<file path="config.mk">
export PLATFORM = sky130hd
export DESIGN_NAME = k_way_sorted_stream_merge_top
export DESIGN_NICKNAME = d
export VERILOG_FILES = /design/src/design/kwm_pkg.sv /design/src/design/kwm_min_tree.sv /design/src/design/kwm_lane_bank.sv /design/src/design/k_way_sorted_stream_merge_top.sv
export SDC_FILE = /design/constraint.sdc
export NUM_CORES = 2
export LEC_CHECK = 0
export BUFFER_PORTS_ARGS = -buffer_cell sky130_fd_sc_hd__buf_2
export CORE_MARGIN = 8
export CORE_UTILIZATION = 30
export DETAILED_ROUTE_END_ITERATION = 10
export SLEW_MARGIN = 20
export SYNTH_ARGS = -nofsm -noshare
export SYNTH_HDL_FRONTEND = slang
export SYNTH_SLANG_ARGS = --single-unit
</file>
<file path="constraint.sdc">
create_clock -name i_clk -period 21.4 [get_ports i_clk]
set_input_delay 4.28 -clock i_clk [delete_from_list [all_inputs] [get_ports i_clk]]
set_output_delay 4.28 -clock i_clk [all_outputs]
set_load 0.05 [all_outputs]
</file>
<file path="src/design/kwm_pkg.sv">
`default_nettype none

package kwm_pkg;

    localparam int LANES_DEF      = 8;
    localparam int STAMP_BITS_DEF = 64;

    localparam int LANE_W    = 3;
    localparam int COUNT_W   = 4;
    localparam int STAMP_W   = 64;
    localparam int ORIGIN_W  = 8;
    localparam int PAYLOAD_W = 64;
    localparam int TDATA_W   = STAMP_W + ORIGIN_W + PAYLOAD_W;
    localparam int TUSER_W   = LANE_W + 1;

    localparam int CFG_IDX_W  = 4;
    localparam int CFG_DATA_W = 64;

    localparam logic [CFG_IDX_W-1:0] CFG_ACTIVE_LANES = 4'd0;
    localparam logic [CFG_IDX_W-1:0] CFG_SOURCE_MAP   = 4'd1;

    localparam logic [COUNT_W-1:0]    ACTIVE_RST  = 4'd8;
    localparam logic [CFG_DATA_W-1:0] MAP_RST     = 64'h0706050403020100;
    localparam logic [ORIGIN_W-1:0]   KEEP_ORIGIN = 8'hFF;

    typedef enum logic [1:0] {
        LS_PENDING   = 2'd0,
        LS_FULL      = 2'd1,
        LS_EXHAUSTED = 2'd2
    } t_lane_st;

    typedef struct packed {
        logic take;
        logic settled;
        logic any_full;
    } t_bank_stat;

endpackage

`default_nettype wire

</file>
<file path="src/design/kwm_min_tree.sv">
`default_nettype none

module kwm_min_tree #(
    parameter int LANES      = kwm_pkg::LANES_DEF,
    parameter int STAMP_BITS = kwm_pkg::STAMP_BITS_DEF
) (
    input  wire logic                         i_cand   [LANES],
    input  wire logic [STAMP_BITS-1:0]        i_stamp  [LANES],
    input  wire logic [kwm_pkg::ORIGIN_W-1:0] i_origin [LANES],
    output logic                              o_vld,
    output logic [$clog2(LANES)-1:0]          o_lane
);
    import kwm_pkg::*;

    localparam int LW     = $clog2(LANES);
    localparam int LEAVES = 1 << LW;
    localparam int NODES  = 2 * LEAVES;

    logic                  w_vld  [1:NODES-1];
    logic [STAMP_BITS-1:0] w_stmp [1:NODES-1];
    logic [ORIGIN_W-1:0]   w_org  [1:NODES-1];
    logic [LW-1:0]         w_lane [1:NODES-1];

    genvar g;
    generate
        for (g = 0; g < LEAVES; g++) begin : g_leaf
            if (g < LANES) begin : g_real
                assign w_vld[LEAVES+g]  = i_cand[g];
                assign w_stmp[LEAVES+g] = i_stamp[g];
                assign w_org[LEAVES+g]  = i_origin[g];
            end else begin : g_pad
                assign w_vld[LEAVES+g]  = 1'b0;
                assign w_stmp[LEAVES+g] = '0;
                assign w_org[LEAVES+g]  = '0;
            end
            assign w_lane[LEAVES+g] = LW'(g);
        end

        // left child always holds the lower lanes, so it wins full ties
        for (g = 1; g < LEAVES; g++) begin : g_node
            logic w_right;
            assign w_right = w_vld[2*g+1] && (!w_vld[2*g] ||
                             (w_stmp[2*g+1] < w_stmp[2*g]) ||
                             ((w_stmp[2*g+1] == w_stmp[2*g]) && (w_org[2*g+1] < w_org[2*g])));
            assign w_vld[g]  = w_vld[2*g] || w_vld[2*g+1];
            assign w_stmp[g] = w_right ? w_stmp[2*g+1] : w_stmp[2*g];
            assign w_org[g]  = w_right ? w_org[2*g+1]  : w_org[2*g];
            assign w_lane[g] = w_right ? w_lane[2*g+1] : w_lane[2*g];
        end
    endgenerate

    assign o_vld  = w_vld[1];
    assign o_lane = w_lane[1];

endmodule

`default_nettype wire

</file>
<file path="src/design/kwm_lane_bank.sv">
`default_nettype none

module kwm_lane_bank #(
    parameter int LANES      = kwm_pkg::LANES_DEF,
    parameter int STAMP_BITS = kwm_pkg::STAMP_BITS_DEF
) (
    input  wire logic                          i_clk,
    input  wire logic                          i_rst_n,
    input  wire logic                          i_item_vld,
    input  wire logic [kwm_pkg::LANE_W-1:0]    i_lane,
    input  wire logic                          i_exh,
    input  wire logic [STAMP_BITS-1:0]         i_stamp,
    input  wire logic [kwm_pkg::ORIGIN_W-1:0]  i_origin,
    input  wire logic [kwm_pkg::PAYLOAD_W-1:0] i_payload,
    input  wire logic [kwm_pkg::COUNT_W-1:0]   i_count,
    input  wire logic                          i_pop,
    input  wire logic [$clog2(LANES)-1:0]      i_pop_lane,
    output kwm_pkg::t_bank_stat                o_stat,
    output logic                               o_cand        [LANES],
    output logic [STAMP_BITS-1:0]              o_eff_stamp   [LANES],
    output logic [kwm_pkg::ORIGIN_W-1:0]       o_eff_origin  [LANES],
    output logic [kwm_pkg::PAYLOAD_W-1:0]      o_eff_payload [LANES]
);
    import kwm_pkg::*;

    localparam int LW = $clog2(LANES);

    t_lane_st              r_st      [LANES];
    logic [STAMP_BITS-1:0] r_stamp   [LANES];
    logic [ORIGIN_W-1:0]   r_origin  [LANES];
    logic [PAYLOAD_W-1:0]  r_payload [LANES];

    t_lane_st w_st  [LANES];
    logic     w_hit [LANES];
    logic     w_wr  [LANES];
    logic     w_act [LANES];
    logic     w_hit_pending;
    logic     w_take;
    logic     w_settled;
    logic     w_any_full;

    always_comb begin
        w_hit_pending = 1'b0;
        for (int i = 0; i < LANES; i++) begin
            w_hit[i] = (i_lane == LANE_W'(i));
            w_act[i] = (COUNT_W'(i) < i_count);
            if (w_hit[i] && r_st[i] == LS_PENDING) begin
                w_hit_pending = 1'b1;
            end
        end
    end

    assign w_take = i_item_vld && ({1'b0, i_lane} < i_count) && w_hit_pending;

    always_comb begin
        w_settled  = 1'b1;
        w_any_full = 1'b0;
        for (int i = 0; i < LANES; i++) begin
            w_wr[i] = w_take && w_hit[i] && !i_exh;
            if (w_take && w_hit[i]) begin
                w_st[i] = i_exh ? LS_EXHAUSTED : LS_FULL;
            end else begin
                w_st[i] = r_st[i];
            end
            o_cand[i]        = w_act[i] && (w_st[i] == LS_FULL);
            o_eff_stamp[i]   = w_wr[i] ? i_stamp   : r_stamp[i];
            o_eff_origin[i]  = w_wr[i] ? i_origin  : r_origin[i];
            o_eff_payload[i] = w_wr[i] ? i_payload : r_payload[i];
            if (w_act[i] && w_st[i] == LS_PENDING) begin
                w_settled = 1'b0;
            end
            if (o_cand[i]) begin
                w_any_full = 1'b1;
            end
        end
    end

    assign o_stat.take     = w_take;
    assign o_stat.settled  = w_settled;
    assign o_stat.any_full = w_any_full;

    always_ff @(posedge i_clk) begin
        for (int i = 0; i < LANES; i++) begin
            if (!i_rst_n) begin
                r_st[i] <= LS_PENDING;
            end else if (i_pop && i_pop_lane == LW'(i)) begin
                r_st[i] <= LS_PENDING;
            end else begin
                r_st[i] <= w_st[i];
            end
        end
    end

    always_ff @(posedge i_clk) begin
        for (int i = 0; i < LANES; i++) begin
            if (w_wr[i]) begin
                r_stamp[i]   <= i_stamp;
                r_origin[i]  <= i_origin;
                r_payload[i] <= i_payload;
            end
        end
    end

endmodule

`default_nettype wire

</file>
<file path="src/design/k_way_sorted_stream_merge_top.sv">
`default_nettype none

// Channel   Direction  Handshake                      Content
// s_axis    in         i_s_axis_tvalid/o_s_axis_tready lane record or end mark
// m_axis    out        o_m_axis_tvalid/i_m_axis_tready merged record or done
// cfg       in         i_cfg_valid/o_cfg_ready         register index and data
//
// One item per cycle while the result register is empty or drained; results pass input then result register.
// The critical path is the lane head update plus the log2(LANES) level min tree.
// Synchronous active-low reset marks every lane pending; heads are not reset.
// Input register frees whenever the result register is empty or being drained.

module k_way_sorted_stream_merge_top #(
    parameter int LANES      = kwm_pkg::LANES_DEF,
    parameter int STAMP_BITS = kwm_pkg::STAMP_BITS_DEF
) (
    input  wire logic                           i_clk,
    input  wire logic                           i_rst_n,
    input  wire logic                           i_s_axis_tvalid,
    output logic                                o_s_axis_tready,
    // [63:0] stamp, [71:64] origin_id, [135:72] payload
    input  wire logic [kwm_pkg::TDATA_W-1:0]    i_s_axis_tdata,
    // [2:0] lane, [3] exhausted
    input  wire logic [kwm_pkg::TUSER_W-1:0]    i_s_axis_tuser,
    output logic                                o_m_axis_tvalid,
    input  wire logic                           i_m_axis_tready,
    // [63:0] out_stamp, [71:64] out_origin, [135:72] out_payload
    output logic [kwm_pkg::TDATA_W-1:0]         o_m_axis_tdata,
    // [2:0] refill_lane, [3] done_res
    output logic [kwm_pkg::TUSER_W-1:0]         o_m_axis_tuser,
    input  wire logic                           i_cfg_valid,
    output logic                                o_cfg_ready,
    input  wire logic [kwm_pkg::CFG_IDX_W-1:0]  i_cfg_index,
    input  wire logic [kwm_pkg::CFG_DATA_W-1:0] i_cfg_data
);
    import kwm_pkg::*;

    localparam int LW = $clog2(LANES);

    logic [COUNT_W-1:0]    r_active;
    logic [CFG_DATA_W-1:0] r_map;

    logic                  r_in_valid;
    logic [LANE_W-1:0]     r_in_lane;
    logic                  r_in_exh;
    logic [STAMP_BITS-1:0] r_in_stamp;
    logic [ORIGIN_W-1:0]   r_in_origin;
    logic [PAYLOAD_W-1:0]  r_in_payload;

    logic                  r_out_valid;
    logic [STAMP_BITS-1:0] r_out_stamp;
    logic [ORIGIN_W-1:0]   r_out_origin;
    logic [PAYLOAD_W-1:0]  r_out_payload;
    logic [LANE_W-1:0]     r_out_refill;
    logic                  r_out_done;

    logic                  w_proc;
    logic                  w_emit;
    logic                  w_pop;
    logic [COUNT_W-1:0]    w_count;
    logic [ORIGIN_W-1:0]   w_map_byte;
    logic [ORIGIN_W-1:0]   w_origin;
    t_bank_stat            w_stat;
    logic                  w_cand        [LANES];
    logic [STAMP_BITS-1:0] w_eff_stamp   [LANES];
    logic [ORIGIN_W-1:0]   w_eff_origin  [LANES];
    logic [PAYLOAD_W-1:0]  w_eff_payload [LANES];
    logic                  w_win_vld;
    logic [LW-1:0]         w_win_lane;

    // configuration
    assign o_cfg_ready = 1'b1;

    always_ff @(posedge i_clk) begin
        if (!i_rst_n) begin
            r_active <= ACTIVE_RST;
            r_map    <= MAP_RST;
        end else if (i_cfg_valid) begin
            case (i_cfg_index)
                CFG_ACTIVE_LANES: r_active <= i_cfg_data[COUNT_W-1:0];
                CFG_SOURCE_MAP:   r_map    <= i_cfg_data;
                default:          ;
            endcase
        end
    end

    always_comb begin
        if (r_active == '0) begin
            w_count = COUNT_W'(1);
        end else if (r_active > COUNT_W'(LANES)) begin
            w_count = COUNT_W'(LANES);
        end else begin
            w_count = r_active;
        end
    end

    // input register
    assign w_proc          = r_in_valid && (!r_out_valid || i_m_axis_tready);
    assign o_s_axis_tready = !r_in_valid || w_proc;

    always_ff @(posedge i_clk) begin
        if (!i_rst_n) begin
            r_in_valid <= 1'b0;
        end else if (i_s_axis_tvalid && o_s_axis_tready) begin
            r_in_valid <= 1'b1;
        end else if (w_proc) begin
            r_in_valid <= 1'b0;
        end
    end

    always_ff @(posedge i_clk) begin
        if (i_s_axis_tvalid && o_s_axis_tready) begin
            r_in_lane    <= i_s_axis_tuser[LANE_W-1:0];
            r_in_exh     <= i_s_axis_tuser[LANE_W];
            r_in_stamp   <= i_s_axis_tdata[STAMP_BITS-1:0];
            r_in_origin  <= i_s_axis_tdata[STAMP_W +: ORIGIN_W];
            r_in_payload <= i_s_axis_tdata[STAMP_W+ORIGIN_W +: PAYLOAD_W];
        end
    end

    assign w_map_byte = r_map[{r_in_lane, 3'd0} +: ORIGIN_W];
    assign w_origin   = (w_map_byte != KEEP_ORIGIN) ? w_map_byte : r_in_origin;

    kwm_lane_bank #(
        .LANES      (LANES),
        .STAMP_BITS (STAMP_BITS)
    ) u_bank (
        .i_clk         (i_clk),
        .i_rst_n       (i_rst_n),
        .i_item_vld    (w_proc),
        .i_lane        (r_in_lane),
        .i_exh         (r_in_exh),
        .i_stamp       (r_in_stamp),
        .i_origin      (w_origin),
        .i_payload     (r_in_payload),
        .i_count       (w_count),
        .i_pop         (w_pop),
        .i_pop_lane    (w_win_lane),
        .o_stat        (w_stat),
        .o_cand        (w_cand),
        .o_eff_stamp   (w_eff_stamp),
        .o_eff_origin  (w_eff_origin),
        .o_eff_payload (w_eff_payload)
    );

    kwm_min_tree #(
        .LANES      (LANES),
        .STAMP_BITS (STAMP_BITS)
    ) u_tree (
        .i_cand   (w_cand),
        .i_stamp  (w_eff_stamp),
        .i_origin (w_eff_origin),
        .o_vld    (w_win_vld),
        .o_lane   (w_win_lane)
    );

    assign w_emit = w_proc && w_stat.take && w_stat.settled;
    assign w_pop  = w_emit && w_stat.any_full;

    // result register
    always_ff @(posedge i_clk) begin
        if (!i_rst_n) begin
            r_out_valid <= 1'b0;
        end else if (w_proc) begin
            r_out_valid <= w_emit;
        end else if (i_m_axis_tready) begin
            r_out_valid <= 1'b0;
        end
    end

    always_ff @(posedge i_clk) begin
        if (w_emit) begin
            if (w_stat.any_full) begin
                r_out_stamp   <= w_eff_stamp[w_win_lane];
                r_out_origin  <= w_eff_origin[w_win_lane];
                r_out_payload <= w_eff_payload[w_win_lane];
                r_out_refill  <= LANE_W'(w_win_lane);
                r_out_done    <= 1'b0;
            end else begin
                r_out_stamp   <= '0;
                r_out_origin  <= '0;
                r_out_payload <= '0;
                r_out_refill  <= '0;
                r_out_done    <= 1'b1;
            end
        end
    end

    assign o_m_axis_tvalid = r_out_valid;
    assign o_m_axis_tdata  = {r_out_payload, r_out_origin, STAMP_W'(r_out_stamp)};
    assign o_m_axis_tuser  = {r_out_done, r_out_refill};

    a_no_take_no_result: assert property (@(posedge i_clk) disable iff (!i_rst_n)
        w_proc && !w_stat.take |=> !r_out_valid)
        else $error("result produced for an ignored item");

    a_done_zero_fields: assert property (@(posedge i_clk) disable iff (!i_rst_n)
        r_out_valid && r_out_done |-> r_out_stamp == '0 && r_out_refill == '0)
        else $error("done result carries record fields");

    a_winner_found: assert property (@(posedge i_clk) disable iff (!i_rst_n)
        w_pop |-> w_win_vld)
        else $error("record emitted without a winning lane");

endmodule

`default_nettype wire

</file>
==> results.cfg <==
[timing]
finClkSkew_ps = 63.38
relSlewSlack_pct = 18.76
rsz0062_at_grt = false
hold_viol = 0
tns_ps = 0
fmax_ghz = 0.05232
setup_ws_ps = 2285
tightest_slew_ps = 1216
fin_crit_ps = 19110
setup_viol = 0
drv_slew = 0
fin_worst_hold_slack_ps = 446.5
period_share_pct = 89.32

[worst_setup_path]
crit_type = in2reg
crit_family = compound AO/OA/AOI/OAI gates
rrSetupSlack_ps = 4400
worstPathArrival_ps = 19690
critPathMaxStageDelay_ps = 740
cp_slowest_cell = nor4_1
cp-end-kind = flop
crit_fanout = 91
worst-path-buf-inv = 10
critical_path_required_ps = 21970
start_kind = input port

[place]
placed_area_sq_um = 78540
dp_hpwl_mm = 176.4
place.gp.congestion = 0.9265
port_buffers = 354
place_ws_ps = 1745

[clock_tree]
cts_max_level = 4
cts_buffers = 166
cts_setup_buffers = 0
cts_resized = 0
cts_hold_buf = 0
root_buffer = clkbuf_16
cts_tree = built
clk_latency_ps = 850
clock_sinks = 1454
clockBufferDepth = 3
clk_pin_slew_ps = 60

[min_path]
hold_path.class = reg2reg

[global_routing]
grt_use_total_pct = 18.92
grt_pass1_wl_mm = 376.3
grt_max_degree = 115
grt_overflow = 0
grt_pass1_vias = 59930
antenna_found_initial = 33

[power]
total_power_mw = 9.274
leakage_nw = 40.49
power.density_nw_per_um2 = 110.1
ir_worst_vdd_mv = 0.09070

[synthesis]
async_reset_ff_share_pct = 0
synthCells = 8122
synth_warnings = 0
syn-cell-area_sq_um = 72750
ys_seq_area_share_pct = 44.08
synth_cell_types = 85
ys_seq_elements = 1454
synthFlopType = dfxtp_1
avgSynthCellArea_sq_um = 8.957
synth-edff-count = 296

[drt]
met3_length_mm = 16.71
ant_nets = 0
wl_mm = 255.2
wl_per_cell_um = 21.85
via_per_inst = 5.122
via_count = 59830
first_pass_iters = 6
drc = 0
drt-met1-wl_mm = 115.5
top_layer_used = met5
first_iter_violations = 4541
dr_wl_met2_mm = 111.4

[die]
num_rows = 180
core-area_sq_um = 240800
die_w_um = 508.4
die_y_um = 508.4
ios = 356
start_util_pct = 30.22
dieArea_sq_um = 258500

[outcome]
status = completed

[layout]
fin_nets = 9051
layout_commonest_cell = nand2_1
fin_area_sq_um = 84220
areaGrowthSynthToFinish_pct = 15.76
layout-drive-gt1-share_pct = 15.44
final_cell_mix = nand2_1 (2,033), dfxtp_1 (1,158), ha_1 (494)

[job]
cap_violations = 0
## cell usage after synthesis, types with 7 or more instances
cell type	count	area share [%]
nand4_1	98	0.84
nor3b_1	22	0.23
o221ai_1	16	0.19
or3_1	11	0.095
buf_1	76	0.39
nor2b_1	21	0.18
and4_1	7	0.084
o211ai_1	101	1.0
mux2i_1	471	6.5
inv_1	489	2.5
o31ai_1	9	0.093
nand2b_1	42	0.36
dfxtp_1	1158	32
a2111oi_0	8	0.096
o21ai_1	10	0.069
o311a_1	9	0.12
and2_1	12	0.10
o2bb2ai_1	18	0.22
buf_2	34	0.23
or2_2	63	0.54
a21oi_1	446	3.1
a32oi_1	50	0.60
clkbuf_1	369	1.9
ha_1	494	8.5
nor3_1	33	0.23
o21bai_1	8	0.083
buf_4	9	0.093
o21a_1	31	0.32
edfxtp_1	296	12
o21ba_1	47	0.65
a2bb2oi_1	59	0.71
a21o_1	95	0.98
a21boi_0	55	0.57
nand2_1	2040	11
o21ai_0	398	2.7
mux2_2	392	6.1
nor2_1	342	1.8
a31oi_1	22	0.19
o2111ai_1	9	0.11
mux4_2	18	0.56
and3_1	13	0.11
nand3_1	66	0.45
a211oi_1	34	0.35
nor4_1	27	0.23
## worst paths after layout
check | startpoint | to | cells after the start
worst max-delay path | i_m_axis_tready | r_out_stamp[20] | 52
worst min-delay path | u_bank.r_payload[1][254] | u_bank.r_payload[1][254] | 2
worst max register to register | r_in_lane[1] | r_out_stamp[20] | 53
worst min register to register | u_bank.r_payload[1][254] | u_bank.r_payload[1][254] | 2
## logic make-up (layout without fill, tap and decap cells)
| logic type | after synthesis | in the layout | share of synthesized area (%) |
|---|---|---|---|
| other cells | 1 | 27 | 0.005155 |
| flops | 1454 | 1454 | 44.08 |
| compound gates | 1482 | 1482 | 13.00 |
| fa+ha+maj | 495 | 495 | 8.510 |
| mux | 883 | 883 | 13.14 |
| simple gates | 2813 | 2813 | 15.93 |
| buf+inv | 985 | 1334 | 5.218 |
| xor+xnor | 9 | 9 | 0.1084 |
## power breakdown
| part | total [mW] | switching [mW] | internal [mW] |
|---|---|---|---|
| clock network | 2.94 | 1.25 | 1.69 |
| logic | 3.07 | 1.87 | 1.21 |
| registers | 3.26 | 0.114 | 3.15 |
| total | 9.27 | 3.23 | 6.04 |
## sequential cells by signal, indices dropped and copies added, names as in the netlist
| register | count |
|---|---|
| u_bank.r_stamp | 512 |
| r_active | 4 |
| r_in_payload | 64 |
| o_m_axis_tvalid | 1 |
| r_map | 64 |
| r_in_exh | 1 |
| u_bank.r_origin | 64 |
| r_in_lane | 3 |
| r_out_stamp | 64 |
| u_bank.r_payload | 512 |
| u_bank.r_st | 16 |
| r_in_stamp | 64 |
| r_out_payload | 64 |
| r_in_valid | 1 |
| r_out_origin | 8 |
| r_in_origin | 8 |
| r_out_refill | 3 |
| r_out_done | 1 |
## worst register-to-register path: cells and delay by family (launching register included)
kind	cells	cell delay [ps]
compound gates	22	6290
buf+inv	10	3000
flops	1	640
simple gates	14	4390
mux	3	1340
fa+ha+maj	4	1090
## metrics by stage
stage / utilization, % / std cells
6_report: 34.98 / 11680
5_1_grt: 34.97 / 11670
4_1_cts: 34.97 / 11670
3_5_place_dp: 32.62 / 11360
3_3_place_gp: 32.62 / 11360
2_1_floorplan: - / 8138
## area by class of cell
type | count | area (sq um)
Fill cell | 24300 | 156500
Inverter | 494 | 1878
Multi-Input combinational cell | 5699 | 37190
Clock buffer | 245 | 4881
Sequential cell | 1454 | 32070
Clock inverter | 66 | 764.5
Antenna cell | 10 | 25.02
Tap cell | 3185 | 3985
Timing Repair Buffer | 529 | 3423
## layer usage
| layer | global-route usage, % | vias up |
|---|---|---|
| li1 | - | 28410 |
| met5 | 0 | - |
| met1 | 25.34 | 28920 |
| met3 | 3.636 | 482 |
| met4 | 8.151 | 20 |
| met2 | 29.72 | 1998 |
Power figures use the tool's default switching activity.
